===== src/hw/rtl/rbd_pkg.sv =====
// Package for the ray/box entry distance block.
// Holds field widths, register indexes, result codes and payload types.
// No dependencies.
package rbd_pkg;

  localparam int unsigned COORD_W = 32;
  localparam int unsigned DIR_W   = 32;
  localparam int unsigned HALF_W  = 31;
  localparam int unsigned DIST_W  = 31;
  localparam int unsigned IDX_W   = 3;
  localparam int unsigned DIV_BITS_PER_STAGE = 4;

  localparam logic [DIST_W-1:0] DIST_MAX = '1;

  typedef enum logic [IDX_W-1:0] {
    REG_CENTER_X = 3'd0,
    REG_CENTER_Y = 3'd1,
    REG_CENTER_Z = 3'd2,
    REG_HALF_X   = 3'd3,
    REG_HALF_Y   = 3'd4,
    REG_HALF_Z   = 3'd5
  } reg_idx_e;

  typedef enum logic [1:0] {
    OUT_HIT    = 2'd0,
    OUT_INSIDE = 2'd1,
    OUT_MISS   = 2'd2,
    OUT_FAR    = 2'd3
  } outcome_e;

  typedef struct packed {
    logic signed [COORD_W-1:0] point_x;
    logic signed [COORD_W-1:0] point_y;
    logic signed [COORD_W-1:0] point_z;
    logic signed [DIR_W-1:0]   dir_x;
    logic signed [DIR_W-1:0]   dir_y;
    logic signed [DIR_W-1:0]   dir_z;
    logic [HALF_W-1:0]         step_limit;
  } ray_t;

  typedef struct packed {
    logic [DIST_W-1:0] distance;
    logic [1:0]        outcome;
  } res_t;

  typedef struct packed {
    logic       far;
    logic       in_box;
    logic [2:0] ok;
    logic [2:0] sat;
  } flags_t;

endpackage


===== src/hw/rtl/rbd_div.sv =====
// Pipelined restoring divider: floor((num << 30) / den), 31 quotient bits.
// Caller guarantees num < 2*den where the quotient is used. Depends on rbd_pkg.
module rbd_div #(
  parameter int unsigned BITS_PER_STAGE = rbd_pkg::DIV_BITS_PER_STAGE
) (
  input  logic                      clk_i,
  input  logic                      en_i,
  input  logic [31:0]               num_i,
  input  logic [31:0]               den_i,
  output logic [rbd_pkg::DIST_W-1:0] quo_o
);
  import rbd_pkg::*;

  localparam int unsigned NST = (DIST_W + BITS_PER_STAGE - 1) / BITS_PER_STAGE;

  logic [32:0]       rem_q [NST];
  logic [DIST_W-1:0] quo_q [NST];
  logic [31:0]       den_q [NST];

  for (genvar st = 0; st < NST; st++) begin : g_stage
    logic [32:0]       rem_in;
    logic [DIST_W-1:0] quo_in;
    logic [31:0]       den_in;
    logic [32:0]       rem_c;
    logic [DIST_W-1:0] quo_c;

    if (st == 0) begin : g_first
      assign rem_in = {2'b00, num_i[31:1]};
      assign quo_in = '0;
      assign den_in = den_i;
    end else begin : g_next
      assign rem_in = rem_q[st-1];
      assign quo_in = quo_q[st-1];
      assign den_in = den_q[st-1];
    end

    always_comb begin
      rem_c = rem_in;
      quo_c = quo_in;
      for (int b = 0; b < BITS_PER_STAGE; b++) begin
        if (st * BITS_PER_STAGE + b < DIST_W) begin
          rem_c = {rem_c[31:0], (st == 0 && b == 0) ? num_i[0] : 1'b0};
          if (rem_c >= {1'b0, den_in}) begin
            rem_c = rem_c - {1'b0, den_in};
            quo_c = {quo_c[DIST_W-2:0], 1'b1};
          end else begin
            quo_c = {quo_c[DIST_W-2:0], 1'b0};
          end
        end
      end
    end

    always_ff @(posedge clk_i) begin
      if (en_i) begin
        rem_q[st] <= rem_c;
        quo_q[st] <= quo_c;
        den_q[st] <= den_in;
      end
    end
  end

  assign quo_o = quo_q[NST-1];

endmodule


===== config.mk =====
export PLATFORM = sky130hd
export DESIGN_NAME = rbd_div
export DESIGN_NICKNAME = d
export VERILOG_FILES = /design/src/hw/rtl/rbd_pkg.sv /design/src/hw/rtl/rbd_div.sv
export SDC_FILE = /design/constraint.sdc
export NUM_CORES = 2
export LEC_CHECK = 0
export BUFFER_PORTS_ARGS = -buffer_cell sky130_fd_sc_hd__buf_4
export CORE_AREA = 2 2 352 441
export CTS_CLUSTER_SIZE = 14
export DETAILED_ROUTE_END_ITERATION = 6
export DIE_AREA = 0 0 354 443
export PLACE_DENSITY = 0.71
export SLEW_MARGIN = 20
export SYNTH_ARGS = -nofsm -noshare
export SYNTH_HDL_FRONTEND = slang
export SYNTH_SLANG_ARGS = --single-unit

===== constraint.sdc =====
create_clock -name clk_i -period 16 [get_ports clk_i]
set_input_delay 2.4 -clock clk_i [delete_from_list [all_inputs] [get_ports clk_i]]
set_output_delay 2.4 -clock clk_i [all_outputs]
set_load 0.02 [all_outputs]

Word level (Yosys, flattened, before mapping)
Memories as Yosys holds them, arrays and structs flattened.
Cells that the tools add are included.
Word-level totals
  flip-flop bits (word level): 0
  RAM bits: 768
  input bits: 66
  output and inout bits: 31
  logic and storage cells: 129
  memories: 3
Operators by class
  add/sub/neg operators: 31
  magnitude comparators: 31
  muxes and demuxes: 64
Memory list
  rem_q: words 8, bits a word 33, rd ports 7, clocked after Yosys merged registers in 0, write ports 8, line rbd_div.sv:16  | logic [32:0] rem_q [NST];
  den_q: words 8, bits a word 32, rd ports 7, clocked after Yosys merged registers in 0, write ports 8, line rbd_div.sv:18  | logic [31:0] den_q [NST];
  quo_q: words 8, bits a word 31, rd ports 8, clocked after Yosys merged registers in 0, write ports 8, line rbd_div.sv:17  | logic [DIST_W-1:0] quo_q [NST];
Operator list (number)
  33-bit by 32-bit >= comparator with 1-bit output: 30
  32-bit two-way mux: 23
  32-bit subtractor: 23
  33-bit two-way mux: 8
  33-bit by 32-bit subtractor with 33-bit output: 8
  1-bit two-way mux: 33
  32-bit >= comparator: 1

Depth between registers and ports, before layout
An unclocked memory read counts as a cell.
  word-level depth: 9
  mapped depth: 64
  mapped depth without buffers: 55

Worst setup path after synthesis
No wires, ideal clock.
  path type: input port to flip-flop
  start point: input num_i[0]
  end point: memory rem_q[0][30], data pin
  setup time: 0.261 ns
  data arrival time: 13.826 ns
  data required time: 15.739 ns
  slack: 1.913 ns
  cell stages on the path: 61
  path buffers: 8
  cells stage by stage: inv_1 -> ha_1 -> inv_1 -> fa_1 -> a21oi_1 -> o21ai_0 -> a21oi_1 -> o22ai_1 -> o21ai_1 -> and4_1 -> o211ai_1 -> a21oi_1 -> clkbuf_1 -> clkbuf_1 -> nand2_1 -> o21ai_0 -> ha_1 -> a21o_1 -> [... 25 more ...] -> clkbuf_1 -> nand2_1 -> o21ai_0 -> ha_1 -> a21o_1 -> a21o_1 -> a21o_1 -> a21o_1 -> a21o_1 -> a221oi_2 -> a21oi_1 -> o41a_1 -> a221o_1 -> a2111oi_4 -> or2_1 -> buf_4 -> inv_2 -> a221o_1
RTL lines
  start: declaration: line rbd_div.sv:8  | input logic [31:0] num_i,
  end: declaration: line rbd_div.sv:16

==> summary.txt <==
CTS
  – Clock H-tree levels: 3
  – CTS tree: yes
  – Maximum buffer depth of the clock tree: 3
  – Clock transition at the registers of the reported paths: 0.08 ns
  – Clock buffer count from CTS: 71
  – Clock insertion delay at the later pin of the skew report: about 0.71 ns
  – Cell at the root of the clock tree: sky130_fd_sc_hd__clkbuf_16
  – Post-CTS setup buffers: 0
  – Clock net sink count: about 590
  – Hold-fix buffer count after cts: 0

Die
  – Cell row count: 161
  – Top-level port count: 97
  – CORE AREA: 153000 um^2
  – Die outline width: 354 um
  – Effective utilization at floorplan: around half
  – Die outline area: 157000 um^2
  – Die Y-Extent: about 440 um

Synthesis
  – Portion of synthesized cell area occupied by the leading cell type: 23.4%
  – Area of the mapped netlist: 75700 um^2
  – Adder-cell share of the synthesized area: 16.3%
  – Main combinational cell family by area after synthesis: compound AO/OA/AOI/OAI gates
  – Most area-consuming cells after synthesis: sky130_fd_sc_hd__edfxtp_1, sky130_fd_sc_hd__ha_1, sky130_fd_sc_hd__xnor2_1
  – Xor and xnor fraction of the mapped netlist area: 9.39%
  – Net count after synthesis: 9874
  – Top cells by count, synth: sky130_fd_sc_hd__ha_1, sky130_fd_sc_hd__a21oi_1, sky130_fd_sc_hd__nand2_1
  – Synthesized-area fraction occupied by and/or/nand/nor cells: 14.6%
  – Register bit total from synthesis: 591
  – Top cell type by total area after synthesis: sky130_fd_sc_hd__edfxtp_1
  – Seq/Total Area, Yosys: 23.4%
  – Library cells used by synthesis: 113
  – Flip-flop cell with the highest count after synthesis: sky130_fd_sc_hd__edfxtp_1
  – Post-synth EDFFs: 591
  – Compound-Gate Fraction of Synth Area: 24.7%
  – Cells after Synth: ~8800
  – Average cell area after synthesis: about 8.6 um^2
  – Share of flip-flops with an asynchronous set or reset: 0%
  – Count of yosys warnings during synthesis: 0
  – Count leader, synth: sky130_fd_sc_hd__ha_1
  – Mux cell area share after synthesis: between 7 and 8%

Finish
  – Area delta synth->final: 7.23%
  – Share of final-layout standard cells stronger than drive strength 1: 9.48%
  – Final #Nets: about 10000

Timing
  – Setup repair after global routing missed its margin: false
  – Headroom to the max-slew limit: approximately a quarter
  – Hold violation count in the final report: 0
  – Final max-slew violation count: 0
  – Setup Viol. Count Final: 0
  – Total negative slack for setup checks: 0 ns
  – Worst Clk Skew: 0.0515 ns
  – Minimum clock period: 15.09 ns
  – Max Freq: between 60 and 70 MHz
  – Slew at the pin closest to its max-slew limit: 1.12 ns
  – Post-route fraction of the period consumed by the critical path: roughly 94%

Min path
  – Worst hold path depth: 0
  – Worst min path class: flip-flop to flip-flop

Detailed routing
  – Total via count in the routed design: 67900
  – Sum of routed wire length over all layers: 237000 um
  – Vias per std cell: 6.19
  – Number of iterations in the first detailed-routing pass: 7
  – Number of nets with antenna violations after routing: 0
  – DRC violations left: 5
  – Per-cell routed wire length: between 20 and 25 um
  – DRC violation total after the first TritonRoute iteration: between 5000 and 6000

Placed design
  – Port buffer count: 96
  – Detailed placer's ending HPWL: roughly 190000 um
  – Final Wtd Congestion: 0.985

Critical path
  – Critical Path Most Common Cell: sky130_fd_sc_hd__ha_1
  – Slowest cell on crit path: sky130_fd_sc_hd__edfxtp_1
  – Worst Path Required: 16.42 ns
  – Endpoint arrival time on the critical path: 15.50 ns
  – Worst flop-to-flop path startpoint: den_q[4][1]$_DFFE_PP_
  – Largest stage delay on the critical path: just under 0.7 ns
  – Crit path capture type: flip-flop
  – Destination of the critical timing path: rem_q[5][22]$_DFFE_PP_
  – Reg2reg setup slack: 0.91 ns
  – Path depth of the worst reg2reg path: 48
  – Critical Path Source: den_q[4][1]$_DFFE_PP_
  – Capture point of the worst reg-to-reg path: rem_q[5][22]$_DFFE_PP_
  – Crit start category: flip-flop
  – Largest fanout of any net on the critical path: 33
  – Worst Setup Path Type: flip-flop to flip-flop

Job
  – Max-cap viol count: 0

GRT
  – GRT Total Usage: 29.1%
  – Final global-route overflow total: 0
  – Vias in the first global route: between 60000 and 70000
  – First-pass GRT wire length: 364000 um
  – Largest net degree at the start of global routing: between 150 and 200
  – Antenna violations before repair: 8

Run status
  – Failing checks: design-rule violations
  – Status: finished, violations left
==> flip-flops by register name (all words and copies together), names as in the netlist <==
register and count:
quo_q 143, rem_q 224, den_q 224
==> stage by stage <==
stage / util (%) / cells / area, um^2 / hold WS (ns) / setup WS, ns
floorplan: - / 8829 / 75700 / 0.400 / 1.91
global placement: 51.4 / 10800 / 78700 / 0.401 / 0.877
detailed placement: 51.4 / 10800 / 78700 / 0.405 / 0.651
CTS: 53.0 / 11000 / 81200 / 0.414 / 0.688
global route: 53.0 / 11000 / 81200 / 0.421 / 0.0963
finish: 53.1 / 11000 / 81200 / 0.413 / 0.912
==> placed cells by master (no fill, tap or decap), types with 54 or more instances in the layout <==
master and instances:
sky130_fd_sc_hd__a211oi_1 81, sky130_fd_sc_hd__a21o_1 488, sky130_fd_sc_hd__a21oi_1 889, sky130_fd_sc_hd__a31oi_1 74
sky130_fd_sc_hd__and2_1 59, sky130_fd_sc_hd__and3_1 91, sky130_fd_sc_hd__buf_4 154, sky130_fd_sc_hd__clkbuf_16 74
sky130_fd_sc_hd__edfxtp_1 591, sky130_fd_sc_hd__ha_1 970, sky130_fd_sc_hd__inv_1 511, sky130_fd_sc_hd__mux2_1 64
sky130_fd_sc_hd__mux2_2 424, sky130_fd_sc_hd__nand2_1 635, sky130_fd_sc_hd__nand2b_1 144, sky130_fd_sc_hd__nand3_1 197
sky130_fd_sc_hd__nand4_1 120, sky130_fd_sc_hd__nor2_1 546, sky130_fd_sc_hd__nor2b_1 115, sky130_fd_sc_hd__nor3_1 159
sky130_fd_sc_hd__o211ai_1 55, sky130_fd_sc_hd__o21a_1 124, sky130_fd_sc_hd__o21ai_0 602, sky130_fd_sc_hd__o21bai_1 130
sky130_fd_sc_hd__o31ai_1 54, sky130_fd_sc_hd__xnor2_1 551, sky130_fd_sc_hd__xor2_1 261
==> timing repair <==
item,4_1_cts,5_1_grt
hold endpoints to repair,0,0
endpoints found under the setup margin,0,64
gates resized for setup,0,10
==> cell type report <==
| cell class | instances | area, um^2 |
|---|---|---|
| timing repair inverter | 1 | 5.00 |
| timing repair buffer | 160 | 1260 |
| clock buffer | 83 | 1890 |
| multi-input combinational | 7505 | 55200 |
| antenna | 4 | 10.0 |
| fill | 14400 | 71900 |
| inverter | 529 | 2000 |
| tap | 2037 | 2550 |
| sequential | 591 | 17700 |
| clock inverter | 48 | 589 |
==> metal layers <==
layer	part of all wire, %	vias to the layer above	GRT usage (%)
li1	-	33100	-
met1	42	32200	36.0
met2	48	2078	50.4
met3	5.2	532	2.91
met4	5.3	4	14.6
met5	0.0084	-	0
==> logic make-up after synthesis <==
kind of cell / after synthesis
buf+inv: 733
fa+ha+maj: 979
compound gates: 2911
flops: 591
mux: 529
simple gates: 2274
xor+xnor: 812
==> worst min-delay path by stage <==
stage / start / endpoint / slack, ns
after floorplan: quo_q[0][65]$_DFFE_PP_ / quo_q[0][100]$_DFFE_PP_ / 0.40
after global placement: quo_q[0][65]$_DFFE_PP_ / quo_q[0][100]$_DFFE_PP_ / 0.40
after detailed placement: quo_q[0][31]$_DFFE_PP_ / quo_q[0][66]$_DFFE_PP_ / 0.40
after CTS: quo_q[0][36]$_DFFE_PP_ / quo_q[0][71]$_DFFE_PP_ / 0.41
after global routing: quo_q[0][3]$_DFFE_PP_ / quo_q[0][38]$_DFFE_PP_ / 0.42
final: quo_q[0][36]$_DFFE_PP_ / quo_q[0][71]$_DFFE_PP_ / 0.41
==> critical path: cells and delay by family, from the launching register on <==
family	cells	cell delay [ns]
buffers and inverters	6	2.03
AOI/OAI and AO/OA	17	4.45
and+or+nand+nor	15	3.86
adders and majority gates	4	1.32
DFF	1	0.69
muxes	6	2.44
Power is left out: the tool's default activity adds up to more than one toggle a clock period on the data nets, which glitch-free logic cannot reach.
